<file path="src/design/grc_pkg.sv">
// grid ray caster package: item, config and result types, state codes, widths
// no dependencies; imported by every module of the block
package grc_pkg;

  localparam int MAP_SIDE    = 64;
  localparam int MAP_BITS    = 6;
  localparam int MAP_CELLS   = MAP_SIDE * MAP_SIDE;
  localparam int FRAC_BITS   = 16;
  localparam int SCREEN_BITS = 12;
  localparam int STEP_GUARD  = 2 * MAP_SIDE;

  // shared divider widths, side distance and delta widths
  localparam int NUM_W  = 40;
  localparam int DEN_W  = 36;
  localparam int SD_W   = 41;
  localparam int DELTA_W = 32;

  localparam logic [DELTA_W-1:0] DELTA_MAX = '1;
  localparam logic [23:0] PERP_MAX = 24'hFFFFFF;
  localparam logic [15:0] LINE_MAX = 16'hFFFF;

  typedef enum logic {
    KIND_WRITE = 1'b0,
    KIND_CAST  = 1'b1
  } item_kind_t;

  typedef enum logic [2:0] {
    REG_PLAYER_X   = 3'd0,
    REG_PLAYER_Y   = 3'd1,
    REG_VIEW_DIR_X = 3'd2,
    REG_VIEW_DIR_Y = 3'd3,
    REG_PLANE_X    = 3'd4,
    REG_PLANE_Y    = 3'd5,
    REG_WIDTH      = 3'd6,
    REG_HEIGHT     = 3'd7
  } cfg_index_t;

  typedef struct packed {
    item_kind_t  kind;
    logic [11:0] column;
    logic [5:0]  cell_row;
    logic [5:0]  cell_col;
    logic        wall_bit;
  } item_t;

  typedef struct packed {
    logic [21:0]        player_x;
    logic [21:0]        player_y;
    logic signed [18:0] view_dir_x;
    logic signed [18:0] view_dir_y;
    logic signed [18:0] cam_plane_x;
    logic signed [18:0] cam_plane_y;
    logic [12:0]        screen_width;
    logic [12:0]        screen_height;
  } cfg_t;

  typedef struct packed {
    logic        escaped;
    logic [5:0]  hit_col;
    logic [5:0]  hit_row;
    logic [11:0] draw_end;
    logic [11:0] draw_start;
    logic [15:0] line_height;
    logic [23:0] perp_distance;
    logic        hit_side;
  } result_t;

  typedef enum logic [4:0] {
    S_IDLE, S_CAM, S_MULX, S_MULY, S_RAY,
    S_DX, S_DX_WAIT, S_DY, S_DY_WAIT, S_SIDE_X, S_SIDE_Y,
    S_STEP, S_CHECK, S_PERP, S_PERP_WAIT, S_LH, S_LH_WAIT, S_ROWS, S_OUT
  } state_t;

endpackage

</file>
<file path="src/design/grc_queue.sv">
// front part: accepts input transactions, classifies them, holds two in a queue
// depends on grc_pkg
module grc_queue
  import grc_pkg::*;
(
  input  logic        clk,
  input  logic        rst,
  input  logic        in_valid,
  output logic        in_ready,
  input  logic        in_op,
  input  logic [24:0] in_data,
  output logic        q_valid,
  output item_t       q_item,
  input  logic        q_pop
);

  item_t      slots [2];
  logic       wr_ptr;
  logic       rd_ptr;
  logic [1:0] count;
  item_t      item_in;
  logic       push;

  always_comb begin
    item_in.kind     = in_op ? KIND_CAST : KIND_WRITE;
    item_in.column   = in_data[11:0];
    item_in.cell_row = in_data[17:12];
    item_in.cell_col = in_data[23:18];
    item_in.wall_bit = in_data[24];
  end

  assign in_ready = (count != 2'd2);
  assign push     = in_valid && in_ready;
  assign q_valid  = (count != 2'd0);
  assign q_item   = slots[rd_ptr];

  always_ff @(posedge clk) begin
    if (push) begin
      slots[wr_ptr] <= item_in;
    end
  end

  always_ff @(posedge clk) begin
    if (rst) begin
      wr_ptr <= 1'b0;
      rd_ptr <= 1'b0;
      count  <= 2'd0;
    end else begin
      if (push) wr_ptr <= ~wr_ptr;
      if (q_pop) rd_ptr <= ~rd_ptr;
      count <= count + 2'(push) - 2'(q_pop);
    end
  end

endmodule

</file>
<file path="config.mk">
export PLATFORM = sky130hd
export DESIGN_NAME = grc_queue
export DESIGN_NICKNAME = d
export VERILOG_FILES = /design/src/design/grc_pkg.sv /design/src/design/grc_queue.sv
export SDC_FILE = /design/constraint.sdc
export NUM_CORES = 1
export LEC_CHECK = 0
export BUFFER_PORTS_ARGS = -buffer_cell sky130_fd_sc_hd__buf_2
export CORE_MARGIN = 10
export CORE_UTILIZATION = 30
export DETAILED_ROUTE_END_ITERATION = 12
export HOLD_SLACK_MARGIN = 0.03
export PLACE_DENSITY_LB_ADDON = 0.05
export SLEW_MARGIN = 5
export SYNTH_ARGS = -nofsm -noshare
export SYNTH_HDL_FRONTEND = slang
export SYNTH_SLANG_ARGS = --single-unit
export TNS_END_PERCENT = 5
</file>
<file path="constraint.sdc">
create_clock -name clk -period 2.84 [get_ports clk]
set_input_delay 0.568 -clock clk [delete_from_list [all_inputs] [get_ports clk]]
set_output_delay 0.568 -clock clk [all_outputs]
set_load 0.01 [all_outputs]
</file>
Word level (Yosys, flattened, before mapping)
Memory sizes are Yosys's and may differ from the RTL's. A register that Yosys moved wholly into a read port is not among the register bits.
Index checks and enable logic that the tools add are counted.
Cells by class
  add/subtract/negate cells: 2
  reduce and logical (&&, ||, !) cells: 2
  equal/unequal tests: 1
  multiplexer cells: 5
  bitwise gates (word level): 2
Operators by type and width (count)
  $mux W1: 5
  $add A2 B1 Y2: 1
  $ne A2 B2 Y1 const B: 1
  $not A1 Y1: 2
  $reduce_bool A2 Y1: 1
  $sub A2 B1 Y2: 1
  $logic_and A1 B1 Y1: 1
Storage, ports and cells
  memories: 1
  RAM bits: 52
  word-level logic and storage cells: 16
  bits in registers: 4
Memories
  slots: depth 2, width 26, read ports 1, clocked after Yosys merged registers in 1, write ports 1, line grc_queue.sv:17  | item_t slots [2];

Longest topological paths before layout
Gate-level depths: netlist of run 1.
  depth in word-level cells: 4
  mapped depth: 7
  mapped depth without buffers: 7

Least setup slack after synthesis of run 1
Ideal clock, no wire load.
  path type: reg-to-reg
  start: reg count[0]
  end: mem slots[1][0] in the netlist's numbering, enable pin
  arrival: 1.297 ns
  data required time: 2.455 ns
  setup slack: 1.157 ns
  cell stages (with the launch flop): 3
  path through: dfxtp_1 -> nand2b_1 -> and3_1
Between the ends
  word-level cells in the longest chain between the ends: 4
Ends and longest elaborated chain
  start, declared: line grc_queue.sv:20  | logic [1:0] count;
  start signal, assigned: line grc_queue.sv:51  | count <= count + 2'(push) - 2'(q_pop);
  $ne A2 B2 Y1: line grc_queue.sv:32  | assign in_ready = (count != 2'd2);
  net in_ready: line grc_queue.sv:9  | output logic in_ready,
  $logic_and A1 B1 Y1: line grc_queue.sv:33  | assign push = in_valid && in_ready;
  $mux W1: line grc_queue.sv:38  | if (push) begin
  $mux W1 (not written as such): line grc_queue.sv:39  | slots[wr_ptr] <= item_in;
  end, declared: line grc_queue.sv:17
The timed path passes the listed nets, and every way through them passes these cells.

==> run summary, run 1 <==
• crit share post-route: 72.4%
• dominant cells by area after synthesis: edfxtp_1 (73%), mux2_2 (9.5%), dfxtp_1 (4.7%)
• initial antenna violation count: 0
• number of cell instances on the worst register-to-register path: 4
• minimum setup slack among reg-to-reg paths: 1.11 ns
• number of instances in the synthesized netlist: 110
• measured slew at the worst slew-check pin: 0.492 ns
• Layout Area Growth over Synthesis: 28.3%
• synthesized net count: 141
• vertical die dimension: 104 um
• leftover overflow at the end of global routing: 0
• number of rows created at floorplan: 30
• capturing point of the worst reg2reg path: slots[0][11]$_DFFE_PP_
• distinct cell type count of the synthesized netlist: 22
• kind of critical path: flop to primary output
• Synth Area in Compound Gates: 1.47%
• worst-skew pair later-pin latency: 0.32 ns
• power density relative to cell area: 721 nW/um^2
• DIE AREA: 10,800 sq um
• RSZ-0062 raised after global routing: no
• global placement routability congestion: 0.644
• Initial Util: 31.1%
• Nets: 209
• series of cell instances along the critical path: buf_4 > mux2_2 > buf_2
• CTS Sinks: 57
• result of the run: finished clean
• cells resized by post-CTS repair: 0
• global-route wire length before repair: 6610 um
• vias in the first global route: 1,310
• worst hold path endpoint: slots[0][3]$_DFFE_PP_
• post-detailed-route DRC marker count: 0
• slew margin rel.: 67.2%
• critical path peak fanout: 26
• Setup TNS: 0 ns
• ant diodes: 0
• clock skew: 0.00611 ns
• DRT iter0 DRCs: 38
• arrival time worst endpoint: 1.49 ns
• final hold violation count: 0
• Core Region: 6830 sq um
• max-cap violation count: 0
• critical hold path startpoint: in_data[20]
• most frequent cells in the layout: buf_2 (57), edfxtp_1 (52), mux2_2 (18)
• most frequent standard cell in the layout excluding fill and tap cells: buf_2
• WL final: 4250 um
• overall via count from detail_route: 1,168
• pin count of the biggest net entering global routing: 27
• Synthesis Warnings: 0
• Adder-Cell Fraction of Synth Area: 0.589%
• kind of path behind the tightest hold check: input port to flop
• total power of the final layout: 1960 uW
• peak ir drop on the vdd network: 302 uV
• maximum count of clock buffers along a single path: 2
• CTS tree: built
• IO Port Bufs: 57
• sort of element at the end of the critical path: primary output
• largest area contributor in the netlist: edfxtp_1
• synthesized flop and latch total: 57
• simple-gate area share of the yosys netlist: 3.71%
• final number of setup-violating endpoints: 0
• drt first pass iters: 4
• Total GRT Usage: 8.06%
• hold buffer count at CTS: 0
• reg-to-reg critical path startpoint: count[0]$_SDFF_PP0_
• Die X: 104 um
• maximum cell stage delay along the critical path: 0.39 ns
• share of the yosys chip area belonging to registers: 78.2%
• number of setup buffers added after CTS: 0
• endpoint required time on the critical path: 2.27 ns
• DR WL/cell: 15.3 um
• total number of H-tree levels: 3
• maximum operating frequency: 0.487 GHz
• post-synthesis mux area share: 13.8%
• slowest library cell on the worst path: mux2_2
• xor/xnor share of the synthesized area: 0.824%
• leakage power of the design: 0.00103 uW
• number of CTS-inserted buffers: 9
• root buffer cell: clkbuf_8
• Synth Area per Inst: 19.3 sq um
• netlist area before placement: 2120 sq um
• proportion of layout cells with a drive suffix above 1: 50.0%
• count of boundary I/O pins: 58
• HPWL Detailed: 3050 um
• final critical delay including setup and external delays: 2.05 ns
• ANT nets after route: 0
• number of vias per cell: 4.20
• dominant combinational cell family by area after synthesis: multiplexers
• register clock-pin slew on the reported worst setup and hold paths: 0.06 ns
• share of the synthesized area in the top cell type: 73.5%
• WHS Path Cells: 1
• type of element launching the critical path: flop
• final slew viol count: 0
[Yosys cell counts]
cell       instances
edfxtp_1          52
mux2_2            18
mux2_1             8
dfxtp_1            5
inv_1              4
buf_2              3
nor2_1             3
nand4_1            2
xnor2_1            2
a2111oi_0          1
a21bo_1            1
a21boi_1           1
a21oi_1            1
and3_1             1
ha_1               1
nand2_1            1
nand2b_1           1
nand3b_1           1
nand4b_1           1
nor2b_1            1
or2_2              1
or4b_1             1
[kinds of logic after synthesis]
kind of cell | count (synthesis)
AOI/OAI and AO/OA | 4
and+or+nand+nor | 13
adders and majority gates | 1
xor gates and xnor gates | 2
muxes | 26
DFF | 57
buffers and inverters | 7
[state kept, by name, indices dropped and copies added (netlist names), named ones only]
register and cells:
count 2, slots 52, wr_ptr 1, rd_ptr 1
[stage by stage]
step / setup WS [ns] / std cells / area, sq um / util (%) / hold slack, ns
2_1_floorplan: 1.16 / 110 / 2120 / - / 0.480
3_3_place_gp: 1.01 / 263 / 2550 / 37.3 / 0.504
3_5_place_dp: 0.962 / 263 / 2550 / 37.3 / 0.508
4_1_cts: 0.725 / 278 / 2730 / 39.9 / 0.410
5_1_grt: 0.678 / 278 / 2730 / 39.9 / 0.406
6_report: 0.785 / 278 / 2730 / 39.9 / 0.431
[routing by layer]
metal | up-vias | routed length, um | GRT usage [%]
met5 | - | 0 | 0
met1 | 563 | 1740 | 8.02
met3 | 7 | 303 | 4.28
met4 | 0 | 75 | 4.77
met2 | 39 | 2120 | 13.1
li1 | 559 | - | -
[critical path: cells and delay by family, from the launching register on]
family	cells	cell delay, ns
buffers and inverters	2	0.47
muxes	1	0.39
DFF	1	0.30
[power breakdown]
| part | internal (uW) | leakage [uW] | switching, uW | total, uW |
|---|---|---|---|---|
| Sequential | 1000 | 0.000527 | 19.1 | 1020 |
| Combinational | 123 | 0.000413 | 147 | 270 |
| Clock | 391 | 0.0000910 | 282 | 673 |
[worst max path at each step]
| stage | startpoint | end | cells past startpoint |
|---|---|---|---|
| 2_1_floorplan | count[0]$_SDFF_PP0_ | slots[1][0]$_DFFE_PP_ | 2 |
| 3_3_place_gp | in_valid | slots[0][18]$_DFFE_PP_ | 4 |
| 3_5_place_dp | in_valid | slots[0][18]$_DFFE_PP_ | 4 |
| 4_1_cts | flop | q_item[4] | 3 |
| 5_1_grt | flop | q_item[15] | 3 |
| 6_report | flop | q_item[4] | 3 |
[cell type report]
cell class	count	area [sq um]
Clock buffer	10	128
Clock inverter	5	47.5
Fill cell	676	4110
Inverter	4	15.0
Multi-Input combinational cell	46	433
Sequential cell	57	1660
Tap cell	96	120
Timing Repair Buffer	60	320
No activity file was read; power rests on OpenSTA's default activity.
==> run 2: changes to the inputs <==
==> constraint.sdc (replaced) <==
create_clock -name clk -period 1.95 [get_ports clk]
set_input_delay 0.39 -clock clk [delete_from_list [all_inputs] [get_ports clk]]
set_output_delay 0.39 -clock clk [all_outputs]
set_load 0.01 [all_outputs]
==> run summary, run 2 (synthesized netlist as in run 1, its figures left out) <==
• result of the run: finished clean, unchanged
• number of rows created at floorplan: 30, unchanged
• Initial Util: 31.1%, unchanged
• post-detailed-placement cell area: 2560 sq um, was 2550 sq um
• Nets: 211, was 209
• vertical die dimension: 104 um, unchanged
• kind of path behind the tightest hold check: input port to flop, unchanged
• Die X: 104 um, unchanged
• ANT nets after route: 0, unchanged
• total power of the final layout: 2880 uW, was 1960 uW
• initial antenna violation count: 0, unchanged
• max-cap violation count: 0, unchanged
• Setup TNS: 0 ns, unchanged
• drt first pass iters: 4, unchanged
• DRT iter0 DRCs: 28, was 38
• crit share post-route: 91.7%
• root buffer cell: clkbuf_8, unchanged
• final number of setup-violating endpoints: 0, unchanged
• CTS Sinks: 57, unchanged
• leftover overflow at the end of global routing: 0, unchanged
• slew margin rel.: 76.2%, was 67.2%
• arrival time worst endpoint: 1.40 ns, was 1.49 ns
• Total GRT Usage: 8.33%, was 8.06%
• registers with the highest flip-flop counts: slots x52, count x2, unchanged
• post-detailed-route DRC marker count: 0, unchanged
• pin count of the biggest net entering global routing: 27, unchanged
• most frequent standard cell in the layout excluding fill and tap cells: buf_2, unchanged
• number of CTS-inserted buffers: 9, unchanged
• IO Port Bufs: 57, unchanged
• number of vias per cell: 4.25, was 4.20
• type of element launching the critical path: flop, unchanged
• power density relative to cell area: 1050 nW/um^2, was 721 nW/um^2
• global placement routability congestion: 0.631, was 0.644
• critical path peak fanout: 26, unchanged
• global-route wire length before repair: 6900 um, was 6610 um
• top register by number of flip-flops: slots, unchanged
• kind of critical path: flop to primary output, unchanged
• worst-skew pair later-pin latency: 0.32 ns, about the same
• Largest register FFs: 52, unchanged
• measured slew at the worst slew-check pin: 0.348 ns, was 0.492 ns
• count of boundary I/O pins: 58, unchanged
• post-route worst hold slack: 0.254 ns, was 0.431 ns
• clock skew: 0.00755 ns, was 0.00611 ns
• DIE AREA: 10,800 sq um, unchanged
• leakage power of the design: 0.00104 uW, was 0.00103 uW
• register clock-pin slew on the reported worst setup and hold paths: 0.07 ns, was 0.06 ns
• final hold violation count: 0, unchanged
• CTS tree: built, unchanged
• Layout Area Growth over Synthesis: 29.0%, was 28.3%
• maximum operating frequency: 0.559 GHz
• endpoint required time on the critical path: 1.56 ns, was 2.27 ns
• sort of element at the end of the critical path: primary output, unchanged
• hold buffer count at CTS: 0, unchanged
• WL final: 4320 um, was 4250 um
• number of setup buffers added after CTS: 0, unchanged
• proportion of layout cells with a drive suffix above 1: 50.5%, was 50.0%
• maximum count of clock buffers along a single path: 2, unchanged
• cells resized by post-CTS repair: 0, unchanged
• ant diodes: 0, unchanged
• most frequent cells in the layout: buf_2 (57), edfxtp_1 (52), mux2_2 (18), unchanged
• DR WL/cell: 15.4 um, was 15.3 um
• RSZ-0062 raised after global routing: no, unchanged
• Core Region: 6830 sq um, unchanged
• total number of H-tree levels: 3, unchanged
• total non-filler cell area in the finished layout: 2740 sq um, was 2730 sq um
• HPWL Detailed: 3080 um, was 3050 um
• peak ir drop on the vdd network: 353 uV, was 302 uV
• final critical delay including setup and external delays: 1.79 ns
• vias in the first global route: 1,319, was 1,310
• overall via count from detail_route: 1,190, was 1,168
• final slew viol count: 0, unchanged
run 2: cell types whose count changed in the layout (fill, tap and decap cells not counted), sizes merged:
cell	change
buf	+2
run 2: per-layer routing:
metal / vias up / track usage (%) / share of wire (%)
li1: 569 / - / -
met1: 579 / 8.73 / 41
met2: 38 / 13.4 / 51
met3: 4 / 3.59 / 7.0
met4: 0 / 5.37 / 0.74
met5: - / 0 / 0
run 2: final timing paths:
path,from,end,slack (ns),depth (start not counted)
worst max register to register,count[0]$_SDFF_PP0_,count[1]$_SDFF_PP0_,0.23,6
worst min register to register,rd_ptr$_SDFFE_PP0P_,rd_ptr$_SDFFE_PP0P_,0.52,2
worst min-delay path,in_data[14],slots[1][9]$_DFFE_PP_,0.25,1
worst max-delay path,flop,q_item[20],0.16,3
run 2: cell type report:
type,instances,area [sq um]
repair buffers,62,335
inverters,4,15.0
clock buffers,10,128
multi-input cells,46,433
well taps,96,120
clock inverters,5,47.5
flip-flops and latches,57,1660
fillers,670,4090
run 2: where the power goes:
part / internal (uW) / leakage [uW] / total [uW] / switching (uW)
Clock: 570 / 0.0000910 / 994 / 424
Combinational: 187 / 0.000424 / 402 / 214
Sequential: 1460 / 0.000527 / 1490 / 29.7
Total: 2210 / 0.00104 / 2880 / 669
run 2: through the flow:
| stage | util, % | setup slack (ns) | cells |
|---|---|---|---|
| final | 40.1 | 0.161 | 280 |
| after global routing | 40.1 | 0.0405 | 280 |
| after CTS | 40.1 | 0.118 | 280 |
| after detailed placement | 37.5 | 0.237 | 265 |
| after global placement | 37.5 | 0.365 | 265 |
| after floorplan | - | 0.267 | 110 |
run 2: worst max-delay path: stages, from the launching register on:
cell and delay, ns:
dfxtp_1 0.36, buf_12 0.20, mux2_2 0.37, buf_2 0.15
==> run 3: changes to the inputs <==
--- a/config.mk
+++ b/config.mk
@@ -5,6 +5,7 @@
 export SDC_FILE = /design/constraint.sdc
 export NUM_CORES = 1
 export LEC_CHECK = 0
+export ABC_AREA = 1
 export BUFFER_PORTS_ARGS = -buffer_cell sky130_fd_sc_hd__buf_2
 export CORE_MARGIN = 10
 export CORE_UTILIZATION = 30
==> run summary, run 3 <==
• drt first pass iters: 3, was 4
• critical path peak fanout: 23, was 26
• ANT nets after route: 0, unchanged
• Total GRT Usage: 7.86%, was 8.33%
• kind of critical path: flop to primary output, unchanged
• most common cell in the netlist: edfxtp_1, unchanged
• root buffer cell: clkbuf_8, unchanged
• share of the synthesized area in the top cell type: 70.8%, was 73.5%
• hold buffer count at CTS: 0, unchanged
• synthesized flop and latch total: 57, unchanged
• result of the run: finished clean, unchanged
• registers with the highest flip-flop counts: slots x52, count x2, unchanged
• crit path buf inv count: 2, unchanged
• final number of setup-violating endpoints: 0, unchanged
• most frequent cells in the layout: buf_2 (57), edfxtp_1 (52), mux2_4 (20), was buf_2 (57), edfxtp_1 (52), mux2_2 (18)
• synthesized net count: 144, was 141
• max-cap violation count: 0, unchanged
• slew margin rel.: 84.0%, was 76.2%
• number of fillers in the final layout: 728, was 670
• maximum cell stage delay along the critical path: 0.38 ns, was 0.37 ns
• number of instances in the synthesized netlist: 113, was 110
• combined flip-flop and latch cell area: 1660 sq um, about the same
• count of boundary I/O pins: 58, unchanged
• series of cell instances along the critical path: buf_12 > mux2_2 > buf_2, unchanged
• global placement routability congestion: 0.672, was 0.631
• cells resized by post-CTS repair: 0, unchanged
• distinct cell type count of the synthesized netlist: 13, was 22
• leakage power of the design: 0.00111 uW, was 0.00104 uW
• total number of H-tree levels: 3, unchanged
• worst-skew pair later-pin latency: 0.31 ns, was 0.32 ns
• top register by number of flip-flops: slots, unchanged
• peak ir drop on the vdd network: 340 uV, was 353 uV
• number of CTS-inserted buffers: 9, unchanged
• vias in the first global route: 1,311, was 1,319
• Die X: 106 um, was 104 um
• Synthesis Warnings: 0, unchanged
• pin count of the biggest net entering global routing: 24, was 27
• proportion of register bits with asynchronous set or reset after synthesis: 0%, unchanged
• netlist area before placement: 2210 sq um, was 2120 sq um
• arrival time worst endpoint: 1.42 ns, was 1.40 ns
• initial antenna violation count: 0, unchanged
• power density relative to cell area: 1000 nW/um^2, was 1050 nW/um^2
• endpoint required time on the critical path: 1.56 ns, about the same
• HPWL Detailed: 3080 um, about the same
• maximum count of clock buffers along a single path: 2, unchanged
• category of cells accounting for the largest share of critical-path delay: flip-flops, was multiplexers
• post-route worst hold slack: 0.259 ns, was 0.254 ns
• measured slew at the worst slew-check pin: 0.239 ns, was 0.348 ns
• Primary FF master, synth: edfxtp_1, unchanged
• DRT iter0 DRCs: 33, was 28
• number of setup buffers added after CTS: 0, unchanged
• kind of path behind the tightest hold check: input port to flop, unchanged
• number of vias per cell: 4.03, was 4.25
• number of rows created at floorplan: 31, was 30
• dominant cells by area after synthesis: edfxtp_1 (71%), mux2_4 (14%), dfxtp_1 (4.5%), was edfxtp_1 (73%), mux2_2 (9.5%), dfxtp_1 (4.7%)
• Layout Area Growth over Synthesis: 25.9%, was 29.0%
• sort of element at the end of the critical path: primary output, unchanged
• slowest library cell on the worst path: dfxtp_2, was mux2_2
• largest area contributor in the netlist: edfxtp_1, unchanged
• Initial Util: 30.6%, was 31.1%
• final slew viol count: 0, unchanged
• DIE AREA: 11,200 sq um, was 10,800 sq um
• RSZ-0062 raised after global routing: no, unchanged
• Synth Area per Inst: 19.5 sq um, was 19.3 sq um
• Largest register FFs: 52, unchanged
• maximum operating frequency: 0.553 GHz, was 0.559 GHz
• crit share post-route: 92.8%, was 91.7%
• vertical die dimension: 106 um, was 104 um
• DR WL/cell: 14.7 um, was 15.4 um
• WL final: 4220 um, was 4320 um
• leftover overflow at the end of global routing: 0, unchanged
• Nets: 215, was 211
• final instance count without filler cells: 287, was 280
• clock skew: 0.00327 ns, was 0.00755 ns
• CTS Sinks: 57, unchanged
• ant diodes: 0, unchanged
• most numerous cell types in the synthesized netlist: edfxtp_1 (52), mux2_4 (20), nand2_1 (8), was edfxtp_1 (52), mux2_2 (18), mux2_1 (8)
• final critical delay including setup and external delays: 1.81 ns, was 1.79 ns
• multi-input logic area: 475 sq um, was 433 sq um
• register clock-pin slew on the reported worst setup and hold paths: 0.06 ns, was 0.07 ns
• CTS tree: built, unchanged
• number of synthesized flops with an enable pin: 52, unchanged
• share of the yosys chip area belonging to registers: 75.3%, was 78.2%
• Core Region: 7210 sq um, was 6830 sq um
• most frequent standard cell in the layout excluding fill and tap cells: buf_2, unchanged
• final hold violation count: 0, unchanged
• global-route wire length before repair: 6570 um, was 6900 um
• overall via count from detail_route: 1,156, was 1,190
• IO Port Bufs: 57, unchanged
• cell count after placement: 272, was 265
• type of element launching the critical path: flop, unchanged
• proportion of layout cells with a drive suffix above 1: 55.3%, was 50.5%
• post-detailed-route DRC marker count: 0, unchanged
-- run 3: changes by cell type in the layout (fill, tap and decap cells not counted), moves of 2 or more --
cell / delta
mux2_4: +20
mux2_1: -8
mux2_2: -12
nand3_1: +2
nand4_1: -2
nor2_2: +2
nand2_1: +7
inv_1: +2
-- run 3: logic make-up (layout without fill, tap and decap cells) --
| family | Yosys count | in the layout | synth area share, % |
|---|---|---|---|
| mux | 26 | 26 | 16.7 |
| flops | 57 | 57 | 75.3 |
| xor+xnor | 2 | 2 | 0.794 |
| buf+inv | 9 | 84 | 3.35 |
| fa+ha+maj | 1 | 1 | 0.567 |
| compound gates | 2 | 2 | 0.454 |
| simple gates | 16 | 16 | 2.84 |
-- run 3: power breakdown --
part,switching (uW),internal [uW],leakage [uW]
registers,31.5,1460,0.000526
clock network,412,432,0.0000811
logic,228,222,0.000503
-- run 3: final timing paths --
| check | start | end | slack, ns | depth (start not counted) |
|---|---|---|---|---|
| setup / recovery | flop | q_item[25] | 0.14 | 3 |
| hold / removal | in_data[16] | slots[1][11]$_DFFE_PP_ | 0.26 | 1 |
| setup reg to reg | count[0]$_SDFF_PP0_ | count[1]$_SDFF_PP0_ | 0.45 | 11 |
| hold reg to reg | wr_ptr$_SDFFE_PP0P_ | wr_ptr$_SDFFE_PP0P_ | 0.49 | 2 |
-- run 3: per-stage QoR --
stage	setup slack [ns]	area (sq um)	utilization (%)	setup TNS [ns]	total power, uW
2_1_floorplan	-0.231	2210	-	-11.99	1800
6_report	0.141	2780	38.5	0	2780
4_1_cts	0.0941	2780	38.5	0	2860
5_1_grt	0.0700	2780	38.5	0	2950
3_3_place_gp	0.470	2630	36.4	0	1970
3_5_place_dp	0.449	2630	36.4	0	1980
-- run 3: cell type report --
type | instances | share of cell area, %
multi-input cells | 47 | 17.1
well taps | 99 | 4.46
clock inverters | 6 | 0.946
inverters | 6 | 0.811
repair buffers | 63 | 12.3
clock buffers | 9 | 4.46
flip-flops and latches | 57 | 59.9
-- run 3: layer usage --
metal | GRT usage (%) | part of all wire, % | wire [um] | vias to the layer above
met1 | 7.87 | 38 | 1600 | 555
met5 | 0 | 0 | 0 | -
li1 | - | - | - | 562
met2 | 13.1 | 54 | 2270 | 33
met4 | 5.22 | 1.6 | 66 | 0
met3 | 3.35 | 6.7 | 283 | 6
